### config.mk
export PLATFORM = sky130hd
export DESIGN_NAME = lfu_slot_replacement
export DESIGN_NICKNAME = d
export VERILOG_FILES = /design/src/sv/lfu_pkg.sv /design/src/sv/lfu_ram.sv /design/src/sv/lfu_scan.sv /design/src/sv/lfu_slot_replacement.sv
export SDC_FILE = /design/constraint.sdc
export NUM_CORES = 2
export LEC_CHECK = 0
export BUFFER_PORTS_ARGS = -buffer_cell sky130_fd_sc_hd__buf_2
export CORE_MARGIN = 2
export CORE_UTILIZATION = 25
export DETAILED_ROUTE_END_ITERATION = 8
export PLACE_DENSITY = 0.41
export REMOVE_ABC_BUFFERS = 1
export SYNTH_ARGS = -nofsm -noshare
export SYNTH_HDL_FRONTEND = slang
export SYNTH_SLANG_ARGS = --single-unit
### constraint.sdc
create_clock -name clk -period 8.15 [get_ports clk]
set_input_delay 1.63 -clock clk [delete_from_list [all_inputs] [get_ports clk]]
set_output_delay 1.63 -clock clk [all_outputs]
set_load 0.02 [all_outputs]
### src/sv/lfu_pkg.sv
// ----------------------------------------------------------------------------
// lfu_pkg: shared types and constants for the LFU slot replacement block
// Entry layout of the slot memory, outcome codes and the control and status
// structs that pass between the sequencer and the scan unit.
// ----------------------------------------------------------------------------
package lfu_pkg;

  localparam int SLOTS_DEFAULT  = 20;
  localparam int MAX_ID_DEFAULT = 100;

  localparam int ID_W       = 7;
  localparam int COUNT_W    = 16;
  localparam int STAMP_W    = 32;
  localparam int SLOT_OUT_W = 5;
  localparam int CFG_W      = 5;

  localparam logic [CFG_W-1:0]   CFG_RESET = CFG_W'(20);
  localparam logic [COUNT_W-1:0] COUNT_MAX = '1;

  typedef enum logic [1:0] {
    OUT_HIT      = 2'd0,
    OUT_PLACED   = 2'd1,
    OUT_REPLACED = 2'd2
  } outcome_t;

  // One slot of the table as it sits in memory.
  typedef struct packed {
    logic [ID_W-1:0]    ident;
    logic [COUNT_W-1:0] uses;
    logic [STAMP_W-1:0] stamp;
  } entry_t;

  // Control from the sequencer to the scan unit.
  typedef struct packed {
    logic start;    // new candidate taken, clear the running results
    logic sample;   // read data of one slot is present this cycle
    logic present;  // valid bit of that slot
    logic active;   // slot lies below the active slot count
  } scan_ctl_t;

  // Status from the scan unit back to the sequencer.
  typedef struct packed {
    logic hit;
    logic free;
    logic vic_have;
  } scan_res_t;

endpackage

### src/sv/lfu_ram.sv
// ----------------------------------------------------------------------------
// lfu_ram: slot entry memory
// Single write port and one read port with the read data registered.
// ----------------------------------------------------------------------------
module lfu_ram #(
  parameter int DEPTH = 20,
  parameter int AW    = 5
) (
  input  logic             clk,
  input  logic             we,
  input  logic [AW-1:0]    waddr,
  input  lfu_pkg::entry_t  wdata,
  input  logic [AW-1:0]    raddr,
  output lfu_pkg::entry_t  rdata
);
  import lfu_pkg::*;

  entry_t mem [DEPTH];

  always_ff @(posedge clk) begin
    if (we) begin
      mem[waddr] <= wdata;
    end
  end

  always_ff @(posedge clk) begin
    rdata <= mem[raddr];
  end

endmodule

### src/sv/lfu_scan.sv
// ----------------------------------------------------------------------------
// lfu_scan: per-slot search unit
// Looks at one slot per cycle and keeps the first hit, the first free active
// slot and the best replacement victim found so far.
// ----------------------------------------------------------------------------
module lfu_scan #(
  parameter int SLOTS = 20,
  parameter int IW    = 5
) (
  input  logic                        clk,
  input  lfu_pkg::scan_ctl_t          ctl,
  input  logic [IW-1:0]               slot,
  input  lfu_pkg::entry_t             entry,
  input  logic [lfu_pkg::ID_W-1:0]    cand_id,
  input  logic [lfu_pkg::STAMP_W-1:0] seq,
  output lfu_pkg::scan_res_t          res,
  output logic [IW-1:0]               hit_slot,
  output lfu_pkg::entry_t             hit_entry,
  output logic [IW-1:0]               free_slot,
  output logic [IW-1:0]               vic_slot,
  output lfu_pkg::entry_t             vic_entry
);
  import lfu_pkg::*;

  logic [STAMP_W-1:0] age;
  logic [STAMP_W-1:0] vic_age;
  logic               take_hit;
  logic               take_free;
  logic               take_vic;

  // Age is taken modulo the stamp width so the order survives wrapping.
  assign age       = seq - entry.stamp;
  assign take_hit  = ctl.sample && !res.hit && ctl.present && (entry.ident == cand_id);
  assign take_free = ctl.sample && !res.free && ctl.active && !ctl.present;
  assign take_vic  = ctl.sample && ctl.active && ctl.present &&
                     (!res.vic_have || (entry.uses < vic_entry.uses) ||
                      ((entry.uses == vic_entry.uses) && (age > vic_age)));

  always_ff @(posedge clk) begin
    if (ctl.start) begin
      res <= '0;
    end else begin
      if (take_hit) begin
        res.hit   <= 1'b1;
        hit_slot  <= slot;
        hit_entry <= entry;
      end
      if (take_free) begin
        res.free  <= 1'b1;
        free_slot <= slot;
      end
      if (take_vic) begin
        res.vic_have <= 1'b1;
        vic_slot     <= slot;
        vic_entry    <= entry;
        vic_age      <= age;
      end
    end
  end

endmodule

### src/sv/lfu_slot_replacement.sv
// ----------------------------------------------------------------------------
// lfu_slot_replacement: least-frequently-used slot table, oldest first on ties
// Counts candidate ids already held, places new ones in the lowest free slot
// and otherwise replaces the entry with the lowest count, oldest first.
// ----------------------------------------------------------------------------
//
//   Channel     Handshake             Payload
//   candidate   cand_valid/cand_stall candidate_id
//   result      res_valid/res_stall   slot_index, outcome, evicted_id, new_count
//   config      cfg_wen               cfg_wdata (slots_in_use)
//
// Each accepted candidate goes through these steps in order: taking the
// transfer, one memory read per slot, catching the last read data, writing
// the entry back and handing the result to the output register. The single
// read port of the slot memory is why the slots are read one at a time.
// Reset clears the valid bits, the insertion counter and the sequencer, so
// the memory needs no clearing pass. A stalled result holds in the output
// register; the next candidate may be taken meanwhile and waits for it only
// at its own final step. A candidate id of zero or above MAX_ID is taken and
// dropped without a result.
// ----------------------------------------------------------------------------
module lfu_slot_replacement #(
  parameter int SLOTS  = lfu_pkg::SLOTS_DEFAULT,
  parameter int MAX_ID = lfu_pkg::MAX_ID_DEFAULT
) (
  input  logic                           clk,
  input  logic                           rst,
  // configuration
  input  logic                           cfg_wen,
  input  logic [lfu_pkg::CFG_W-1:0]      cfg_wdata,
  // candidate channel
  input  logic                           cand_valid,
  output logic                           cand_stall,
  input  logic [lfu_pkg::ID_W-1:0]       candidate_id,
  // result channel
  output logic                           res_valid,
  input  logic                           res_stall,
  output logic [lfu_pkg::SLOT_OUT_W-1:0] slot_index,
  output logic [1:0]                     outcome,
  output logic [lfu_pkg::ID_W-1:0]       evicted_id,
  output logic [lfu_pkg::COUNT_W-1:0]    new_count
);
  import lfu_pkg::*;

  localparam int IW = (SLOTS > 1) ? $clog2(SLOTS) : 1;
  localparam int CW = $clog2(SLOTS + 1);
  localparam logic [IW-1:0] LAST_SLOT = IW'(SLOTS - 1);
  localparam logic [7:0]    SLOTS8    = 8'(SLOTS);
  localparam logic [7:0]    MAX_ID8   = 8'(MAX_ID);

  typedef enum logic [2:0] {
    ST_IDLE,
    ST_SCAN,
    ST_DRAIN,
    ST_WRITE,
    ST_RESULT
  } state_t;

  state_t             state;
  logic [CFG_W-1:0]   slots_in_use;
  logic [SLOTS-1:0]   valid_q;
  logic [STAMP_W-1:0] seq;
  logic [ID_W-1:0]    id_q;
  logic [CW-1:0]      n_q;
  logic [IW-1:0]      addr_q;
  logic [IW-1:0]      rd_slot_q;
  logic               sample_q;

  // Result waiting for the output register.
  logic [IW-1:0]      hold_slot;
  outcome_t           hold_outcome;
  logic [ID_W-1:0]    hold_evict;
  logic [COUNT_W-1:0] hold_count;

  logic       id_ok;
  logic [7:0] n_next;

  scan_ctl_t  scan_ctl;
  scan_res_t  scan_res;
  entry_t     rd_entry;
  entry_t     hit_entry;
  entry_t     vic_entry;
  entry_t     wr_entry;
  logic [IW-1:0] hit_slot;
  logic [IW-1:0] free_slot;
  logic [IW-1:0] vic_slot;
  logic [IW-1:0] target;
  logic          mem_we;
  outcome_t      step_outcome;
  logic [COUNT_W-1:0] hit_count;

  // The sequencer only takes a candidate while idle.
  assign cand_stall = (state != ST_IDLE);
  assign id_ok      = (candidate_id != '0) && ({1'b0, candidate_id} <= MAX_ID8);

  // A slot count of zero acts as one, and one above SLOTS acts as SLOTS.
  always_comb begin
    n_next = {3'b000, slots_in_use};
    if (n_next == 8'd0) begin
      n_next = 8'd1;
    end else if (n_next > SLOTS8) begin
      n_next = SLOTS8;
    end
  end

  assign scan_ctl.start   = (state == ST_IDLE) && cand_valid;
  assign scan_ctl.sample  = sample_q;
  assign scan_ctl.present = valid_q[rd_slot_q];
  assign scan_ctl.active  = (8'(rd_slot_q) < 8'(n_q));

  lfu_ram #(
    .DEPTH (SLOTS),
    .AW    (IW)
  ) u_ram (
    .clk   (clk),
    .we    (mem_we),
    .waddr (target),
    .wdata (wr_entry),
    .raddr (addr_q),
    .rdata (rd_entry)
  );

  lfu_scan #(
    .SLOTS (SLOTS),
    .IW    (IW)
  ) u_scan (
    .clk       (clk),
    .ctl       (scan_ctl),
    .slot      (rd_slot_q),
    .entry     (rd_entry),
    .cand_id   (id_q),
    .seq       (seq),
    .res       (scan_res),
    .hit_slot  (hit_slot),
    .hit_entry (hit_entry),
    .free_slot (free_slot),
    .vic_slot  (vic_slot),
    .vic_entry (vic_entry)
  );

  // Write-back: a hit bumps the count in place, anything else installs the
  // candidate with a count of one and the current insertion stamp.
  assign hit_count = (hit_entry.uses == COUNT_MAX) ? hit_entry.uses
                                                   : hit_entry.uses + COUNT_W'(1);

  always_comb begin
    if (scan_res.hit) begin
      step_outcome   = OUT_HIT;
      target         = hit_slot;
      wr_entry       = hit_entry;
      wr_entry.uses  = hit_count;
    end else begin
      step_outcome   = scan_res.free ? OUT_PLACED : OUT_REPLACED;
      target         = scan_res.free ? free_slot : vic_slot;
      wr_entry.ident = id_q;
      wr_entry.uses  = COUNT_W'(1);
      wr_entry.stamp = seq;
    end
  end

  assign mem_we = (state == ST_WRITE);

  always_ff @(posedge clk) begin
    if (rst) begin
      state        <= ST_IDLE;
      slots_in_use <= CFG_RESET;
      valid_q      <= '0;
      seq          <= '0;
      sample_q     <= 1'b0;
      res_valid    <= 1'b0;
    end else begin
      if (cfg_wen) begin
        slots_in_use <= cfg_wdata;
      end

      sample_q  <= (state == ST_SCAN);
      rd_slot_q <= addr_q;

      // In the result step the output register is handled by the step itself.
      if (res_valid && !res_stall && (state != ST_RESULT)) begin
        res_valid <= 1'b0;
      end

      unique case (state)
        ST_IDLE: begin
          if (cand_valid && id_ok) begin
            id_q   <= candidate_id;
            n_q    <= n_next[CW-1:0];
            addr_q <= '0;
            state  <= ST_SCAN;
          end
        end
        ST_SCAN: begin
          addr_q <= addr_q + IW'(1);
          if (addr_q == LAST_SLOT) begin
            state <= ST_DRAIN;
          end
        end
        ST_DRAIN: begin
          state <= ST_WRITE;
        end
        ST_WRITE: begin
          valid_q[target] <= 1'b1;
          if (!scan_res.hit) begin
            seq <= seq + STAMP_W'(1);
          end
          hold_slot    <= target;
          hold_outcome <= step_outcome;
          hold_evict   <= (step_outcome == OUT_REPLACED) ? vic_entry.ident : '0;
          hold_count   <= wr_entry.uses;
          state        <= ST_RESULT;
        end
        ST_RESULT: begin
          if (!res_valid || !res_stall) begin
            res_valid  <= 1'b1;
            slot_index <= SLOT_OUT_W'(hold_slot);
            outcome    <= hold_outcome;
            evicted_id <= hold_evict;
            new_count  <= hold_count;
            state      <= ST_IDLE;
          end
        end
        default: begin
          state <= ST_IDLE;
        end
      endcase
    end
  end

  // A new result only ever comes out of the final step of the sequencer.
  a_result_source: assert property (@(posedge clk) disable iff (rst)
    $rose(res_valid) |-> $past(state == ST_RESULT))
    else $error("result raised outside the result step");

  // A counted hit leaves the insertion counter alone.
  a_hit_keeps_seq: assert property (@(posedge clk) disable iff (rst)
    (state == ST_WRITE && scan_res.hit) |=> (seq == $past(seq)))
    else $error("insertion counter moved on a hit");

  // Placement only ever goes into a slot that was empty.
  a_place_free: assert property (@(posedge clk) disable iff (rst)
    (state == ST_WRITE && !scan_res.hit && scan_res.free) |-> !valid_q[free_slot])
    else $error("placement into an occupied slot");

  // Replacement needs a victim, and the victim slot must be occupied.
  a_victim_found: assert property (@(posedge clk) disable iff (rst)
    (state == ST_WRITE && !scan_res.hit && !scan_res.free) |->
      (scan_res.vic_have && valid_q[vic_slot]))
    else $error("replacement without an occupied victim");

endmodule

**After elaboration in Yosys (flattened, before gate mapping)**

Memories as Yosys holds them, arrays and structs flattened. A register that Yosys moved wholly into a read port is not among the register bits.
Index checks and enable logic that the tools add are counted.

- RAM bits: 1100
- Input port bits: 17
- Logic and storage cells: 123
- Memories: 1
- Register bits after elaboration: 272
- Output and inout bits: 32

Memory list:

| name | depth | bits a word | read ports | clocked after memory_dff | wr ports | RTL line | text |
|---|---|---|---|---|---|---|---|
| u_ram.mem | 20 | 55 | 1 | 1 | 1 | lfu_ram.sv:18 | `entry_t mem [DEPTH];` |

- Bitwise logic cells: 4
- Equality and inequality tests: 13
- Order comparisons: 8
- Multiplexer cells: 22
- Reductions and logical operators: 40
- Add/sub/neg operators: 4

Operators by type and width:

| kind | number |
|---|---|
| $mux 55 | 1 |
| $add 32x1->32 const B | 1 |
| $gt 32x32->1 | 1 |
| $sub 32x32->32 | 1 |
| $mux 5 | 4 |
| $or 20x20->20 | 1 |
| $add 16x1->16 const B | 1 |
| $eq 16x16->1 | 1 |
| $eq 16x16->1 const B | 1 |
| $logic_and 1x1->1 | 16 |
| $lt 16x16->1 | 1 |
| $mux 16 | 1 |
| $pmux 3 s5 | 1 |
| $lt 5x6->1 const B | 2 |
| $reduce_and 3->1 | 4 |
| $pmux 5 s2 | 1 |
| $reduce_and 2->1 | 5 |
| $mux 3 | 3 |
| $eq 7x7->1 | 1 |
| $le 7x7->1 const B | 1 |
| $mux 1 | 7 |
| $reduce_bool 7->1 | 1 |
| $eq 3x2->1 const B | 2 |
| $logic_not 1->1 | 6 |
| other kinds (21) | 27 |

**Logic depth before layout (Yosys ltp)**

- Depth in word-level cells: 7
- Depth in mapped cells: 19
- Gate-level depth less buffers: 19

**By module**

From an unflattened synthesis, not the netlist that was laid out.

- Cells, all modules: 3447
- Area total of the unflattened synthesis: 57674.1 µm²

By module, submodules not included:

| module | cells an instance | instances | area an instance (µm²) | sequential area each (µm²) |
|---|---|---|---|---|
| lfu_ram | 2254 | 1 | 43246.5 | 34132.7 |
| lfu_scan | 620 | 1 | 7981.4 | 4774.6 |
| lfu_slot_replacement | 573 | 1 | 6446.2 | 3703.6 |

**Worst setup path after synthesis**

OpenSTA, ideal clock, no wires.

- Path type: in2reg
- From: input port cand_valid
- To: register u_scan.hit_entry[0] (netlist name)
- Data arrival time: 8159 ps
- Path slack: -659 ps
- Setup time: 651 ps
- Buffers on the path: 0
- Stages: 3
- Required time: 7499 ps
- Path through: nand3b_1 nand2_1 nor4b_1

- Word-level cells in the longest chain between the ends: 3

RTL lines:

| element | RTL line | text |
|---|---|---|
| start, declared | lfu_slot_replacement.sv:32 | `input logic cand_valid,` |
| $logic_and 1x1->1 | lfu_slot_replacement.sv:106 | `assign scan_ctl.start = (state == ST_IDLE) && cand_valid;` |
| $not 1->1 (no source line) | - |  |
| $reduce_and 2->1 (no source line) | - |  |

No other way between the ends.
A chain may end at the register's enable or synchronous reset.

**Worst setup path after layout**

- From: register seq[0]
- To: register u_scan.vic_age[11] (enable)

- Word-level cells in the longest chain between the ends: 6

RTL lines:

| element | RTL line | text |
|---|---|---|
| start, declared | lfu_slot_replacement.sv:62 | `logic [STAMP_W-1:0] seq;` |
| start signal, assigned | lfu_slot_replacement.sv:205 | `seq <= seq + STAMP_W'(1);` |
| $sub 32x32->32 | lfu_scan.sv:32 | `assign age = seq - entry.stamp;` |
| net u_scan.age[30] | lfu_scan.sv:25 | `logic [STAMP_W-1:0] age;` |
| $gt 32x32->1 | lfu_scan.sv:37 | `((entry.uses == vic_entry.uses) && (age > vic_age)));` |
| $logic_and 1x1->1 | lfu_scan.sv:37 |  |
| $logic_or 1x1->1 | lfu_scan.sv:36 | `(!res.vic_have \|\| (entry.uses < vic_entry.uses) \|\|` |
| $logic_and 1x1->1 | lfu_scan.sv:35 | `assign take_vic = ctl.sample && ctl.active && ctl.present &&` |
| $reduce_and 2->1 (no source line) | - |  |
| end signal, assigned | lfu_scan.sv:56 | `vic_age <= age;` |
| end, declared | lfu_scan.sv:26 | `logic [STAMP_W-1:0] vic_age;` |

The timed path passes the listed nets, and every way through them passes these cells.

==> results.md <==
- Status: finished, final reports clean
- DRT antenna net count: 0
- Seq. cell area: 41,700 um2
- Reg2reg end: u_scan.vic_age[11]$_DFFE_PP_
- Cell taking the most area after synthesis: edfxtp_1
- Crit path max-delay family: compound AO/OA/AOI/OAI gates
- Worst-path cell chain: inv_1, ha_1, inv_1, fa_1, a21o_1, a221o_1, a32oi_1, o311ai_2, a31oi_2, mux2i_1, o211ai_1, ha_1, nand4_1, nor4_1, o211ai_1, a31o_2, a31oi_4, buf_4
- RePlAce Congestion: 0.759
- Largest family of logic cells by synthesized area: multiplexers
- Core area: 223,000 um2
- Row count: 173
- Htree depth: 4
- Crit Path Max Fanout: 32
- Synth Cell Area: 56,000 um2
- Final setup fails: 0
- VDD IR max: 192 uV
- Routed WL per cell: ~24 um
- Critical path class: flop to flop
- Top post-synthesis cells by area: edfxtp_1, mux4_2, dfxtp_1
- Final hold vios: 0
- Share of synthesized flip-flops with an asynchronous set or reset: 0%
- Setup TNS: 0 ns
- CTS Root Cell: clkbuf_16
- Vias post-DR: 26,500
- Mux share of post-synthesis cell area: 15.6%
- Clock transition at path regs: 0.06 ns
- Worst Hold Path EP: new_count[12]$_DFFE_PP_
- IO Pins: 49
- Nets: 3,049
- Port bufs: 48
- Slowest CP cell: nor4_1
- Critical Path Start Type: flop
- Clk buf depth: 3
- Max-cap violations: 0
- Clock Skews: 0.0437 ns
- Clk sinks: 1,427
- Clk_lat worst skew: 0.80 ns
- Fmax: 0.190 GHz
- WL final: ~140 mm
- EDFF count, synth: 1,307
- Hold path startpoint: hold_count[12]$_DFFE_PP_
- P&R area growth vs syn: 16.4%
- Total Power: 16.3 mW
- Worst hold path class: flop to flop
- GRT Resource Usage Total: approximately an eighth
- First-pass DRT Iterations: 5
- Min Tclk post-route: 5.26 ns
- Critical Path End Type: flop
- Final slew viol count: 0
- RR Startpoint: seq[0]$_SDFFE_PP0P_
- Critical Path RT: 8.58 ns
- Yosys warns: 0
- Area share of the largest cell type after synthesis: between 70% and 80%
- Mapped Cells: 2,774
- Arrival time at the worst endpoint: 5.69 ns
- First-pass GRT wire length: 208 mm
- RSZ-0062 raised after global routing: no
- Rel. slew slack: 12.2%
- Post-synthesis xor/xnor area fraction: 1.09%
- Antenna violations before repair: 7
- Post-synthesis adder-cell area fraction: under 10%
- Multi-input gate area: 13,600 um2
- Grt total ovfl: 0
- Initial core utilization: 25.2%
- Postcts setup bufs: 0
- Residual DRC: 0
- Sequential cell area fraction in the yosys report: 74.4%
- Hold depth: 0
- Layout cells sized above 1: 26.1%
- Yosys cell types: 63
- Post-synth top flop: edfxtp_1
- Die H: roughly 480 um
- Post-synthesis simple-gate area fraction: between 2 and 3%
- CP max stage delay: ~0.45 ns
- Initial DRC Count: 2,103
- Vias in the first global route: 28,200
- Final period util: 64.5%
- Leakage: 21.0 nW
- Post-synthesis compound-gate area fraction: between 2 and 2.5%
- Drt via density: 4.38
- DPL Wire Length: 81.3 mm
- #FFs+latches synth: around 1,400
- Pin count of the biggest net entering global routing: 105
- Die X: between 400 and 500 um
- FF-to-FF path depth: 18
- R2r setup slk: 2.89 ns
- TritonCTS clock tree: yes
- Most common cell in the netlist: edfxtp_1
- Fillers: 21,900
- Post_cts resized: 0
- Cts hold-fix bufs: 0
- Commonest cells post-synth: edfxtp_1, mux4_2, dfxtp_1
- Worst-Margin Slew: 1.31 ns
- Die area: 228,000 um2
- Power Density: 249 nW/um2
- CP bufs+invs: 3
- Avg Cell Area, Syn: 20.2 um2
- CTS buffer count: 158
==> cell usage in the layout, fill, tap and decap left out, types with 4 or more instances in the layout <==
cell        netlist  layout
edfxtp_1       1307    1307
mux4_2          335     335
clkbuf_16         0     161
dfxtp_1         120     119
inv_1           100     100
mux2_2           91      91
nor2_1          110      88
ha_1             86      86
buf_4             2      71
a21oi_1          64      64
clkbuf_1         66      61
nand2_1          57      57
buf_2            21      48
o21ai_0          44      43
xor2_1           40      40
nand3_1          40      40
xnor2_1          30      30
a21o_1           26      26
o21a_1           25      25
nand4_1          25      25
nor2_4            0      21
clkinv_1          1      20
clkbuf_8          0      19
and2_1           15      15
and3_1           14      14
mux2i_1          14      14
or3_1            14      14
nor3_1           15      12
clkinv_2          0      12
o211ai_1         11      11
nor2b_1           9       9
and4_1            7       7
a31oi_1           9       7
nand3b_1          6       6
o21ai_1           4       5
nand2b_1          5       5
buf_12            0       5
inv_6             0       4
bufinv_16         0       4
clkinvlp_4        0       4
==> worst reg2reg max path: cells and delay by family, from the launching register on <==
family	cells	cell delay, ns
compound gates	9	2.26
mux	1	0.22
buf+inv	3	0.56
flops	1	0.34
simple gates	2	0.60
fa+ha+maj	3	0.90
==> logic make-up after synthesis <==
logic type / Yosys count
adders and majority gates: 87
DFF: 1427
buffers and inverters: 214
and+or+nand+nor: 332
AOI/OAI and AO/OA: 204
xor gates and xnor gates: 70
muxes: 440
==> power by group <==
group | switching (mW) | total [mW] | leakage [nW] | internal [mW]
clock network | 2.91 | 6.88 | 2.41 | 3.96
registers | 0.0789 | 8.10 | 13.1 | 8.02
logic | 0.711 | 1.29 | 5.59 | 0.577
==> registers in the layout (all words and copies together), names as in the netlist, 7 cells and up <==
register	cells
evicted_id	7
hold_count	16
hold_evict	7
id_q	7
new_count	16
seq	32
u_ram.mem	1100
u_ram.rdata	55
u_scan.hit_entry	55
u_scan.vic_age	32
u_scan.vic_entry	23
valid_q	20
==> how the worst max path moves through the flow <==
| stage | startpoint | end | slack [ns] | cells after the start |
|---|---|---|---|---|
| 2_1_floorplan | addr_q[0]$_SDFFCE_PN0P_ | rd_slot_q[0]$_DFFE_PN_ | -4.05 | 0 |
| 3_3_place_gp | seq[0]$_SDFFE_PP0P_ | u_scan.vic_slot[1]$_DFFE_PP_ | 2.80 | 20 |
| 3_5_place_dp | seq[0]$_SDFFE_PP0P_ | u_scan.vic_entry[53]$_DFFE_PP_ | 2.80 | 18 |
| 4_1_cts | seq[0]$_SDFFE_PP0P_ | u_scan.vic_entry[42]$_DFFE_PP_ | 2.79 | 18 |
| 5_1_grt | seq[0]$_SDFFE_PP0P_ | u_scan.vic_age[10]$_DFFE_PP_ | 2.48 | 20 |
| 6_report | seq[0]$_SDFFE_PP0P_ | u_scan.vic_age[11]$_DFFE_PP_ | 2.89 | 18 |
==> final cells by class <==
class                      count  share of cell area [%]
inverter                     101                   0.582
tap                         2975                    5.71
multi-input combinational   1133                    20.8
sequential                  1427                    63.9
antenna                        1                 0.00384
clock inverter                51                   0.710
clock buffer                 241                    6.93
timing repair buffer         124                    1.34
==> metrics by stage <==
stage / instance area [um2] / instances / hold slack (ns) / setup WS, ns / util [%]
2_1_floorplan: 55400 / 2661 / 0.400 / -4.05 / -
3_3_place_gp: 60200 / 5760 / 0.402 / 2.80 / 27.1
3_5_place_dp: 60200 / 5760 / 0.405 / 2.80 / 27.1
4_1_cts: 65200 / 6052 / 0.411 / 2.79 / 29.3
5_1_grt: 65200 / 6053 / 0.423 / 2.48 / 29.3
6_report: 65200 / 6053 / 0.416 / 2.89 / 29.3
==> layer usage <==
layer	wire, um	vias up	GRT usage [%]
li1	-	11600	-
met1	66500	14300	17.1
met2	69900	453	20.9
met3	4830	190	1.87
met4	2880	0	3.48
met5	0	-	0
(Power assumes the default switching activity.)
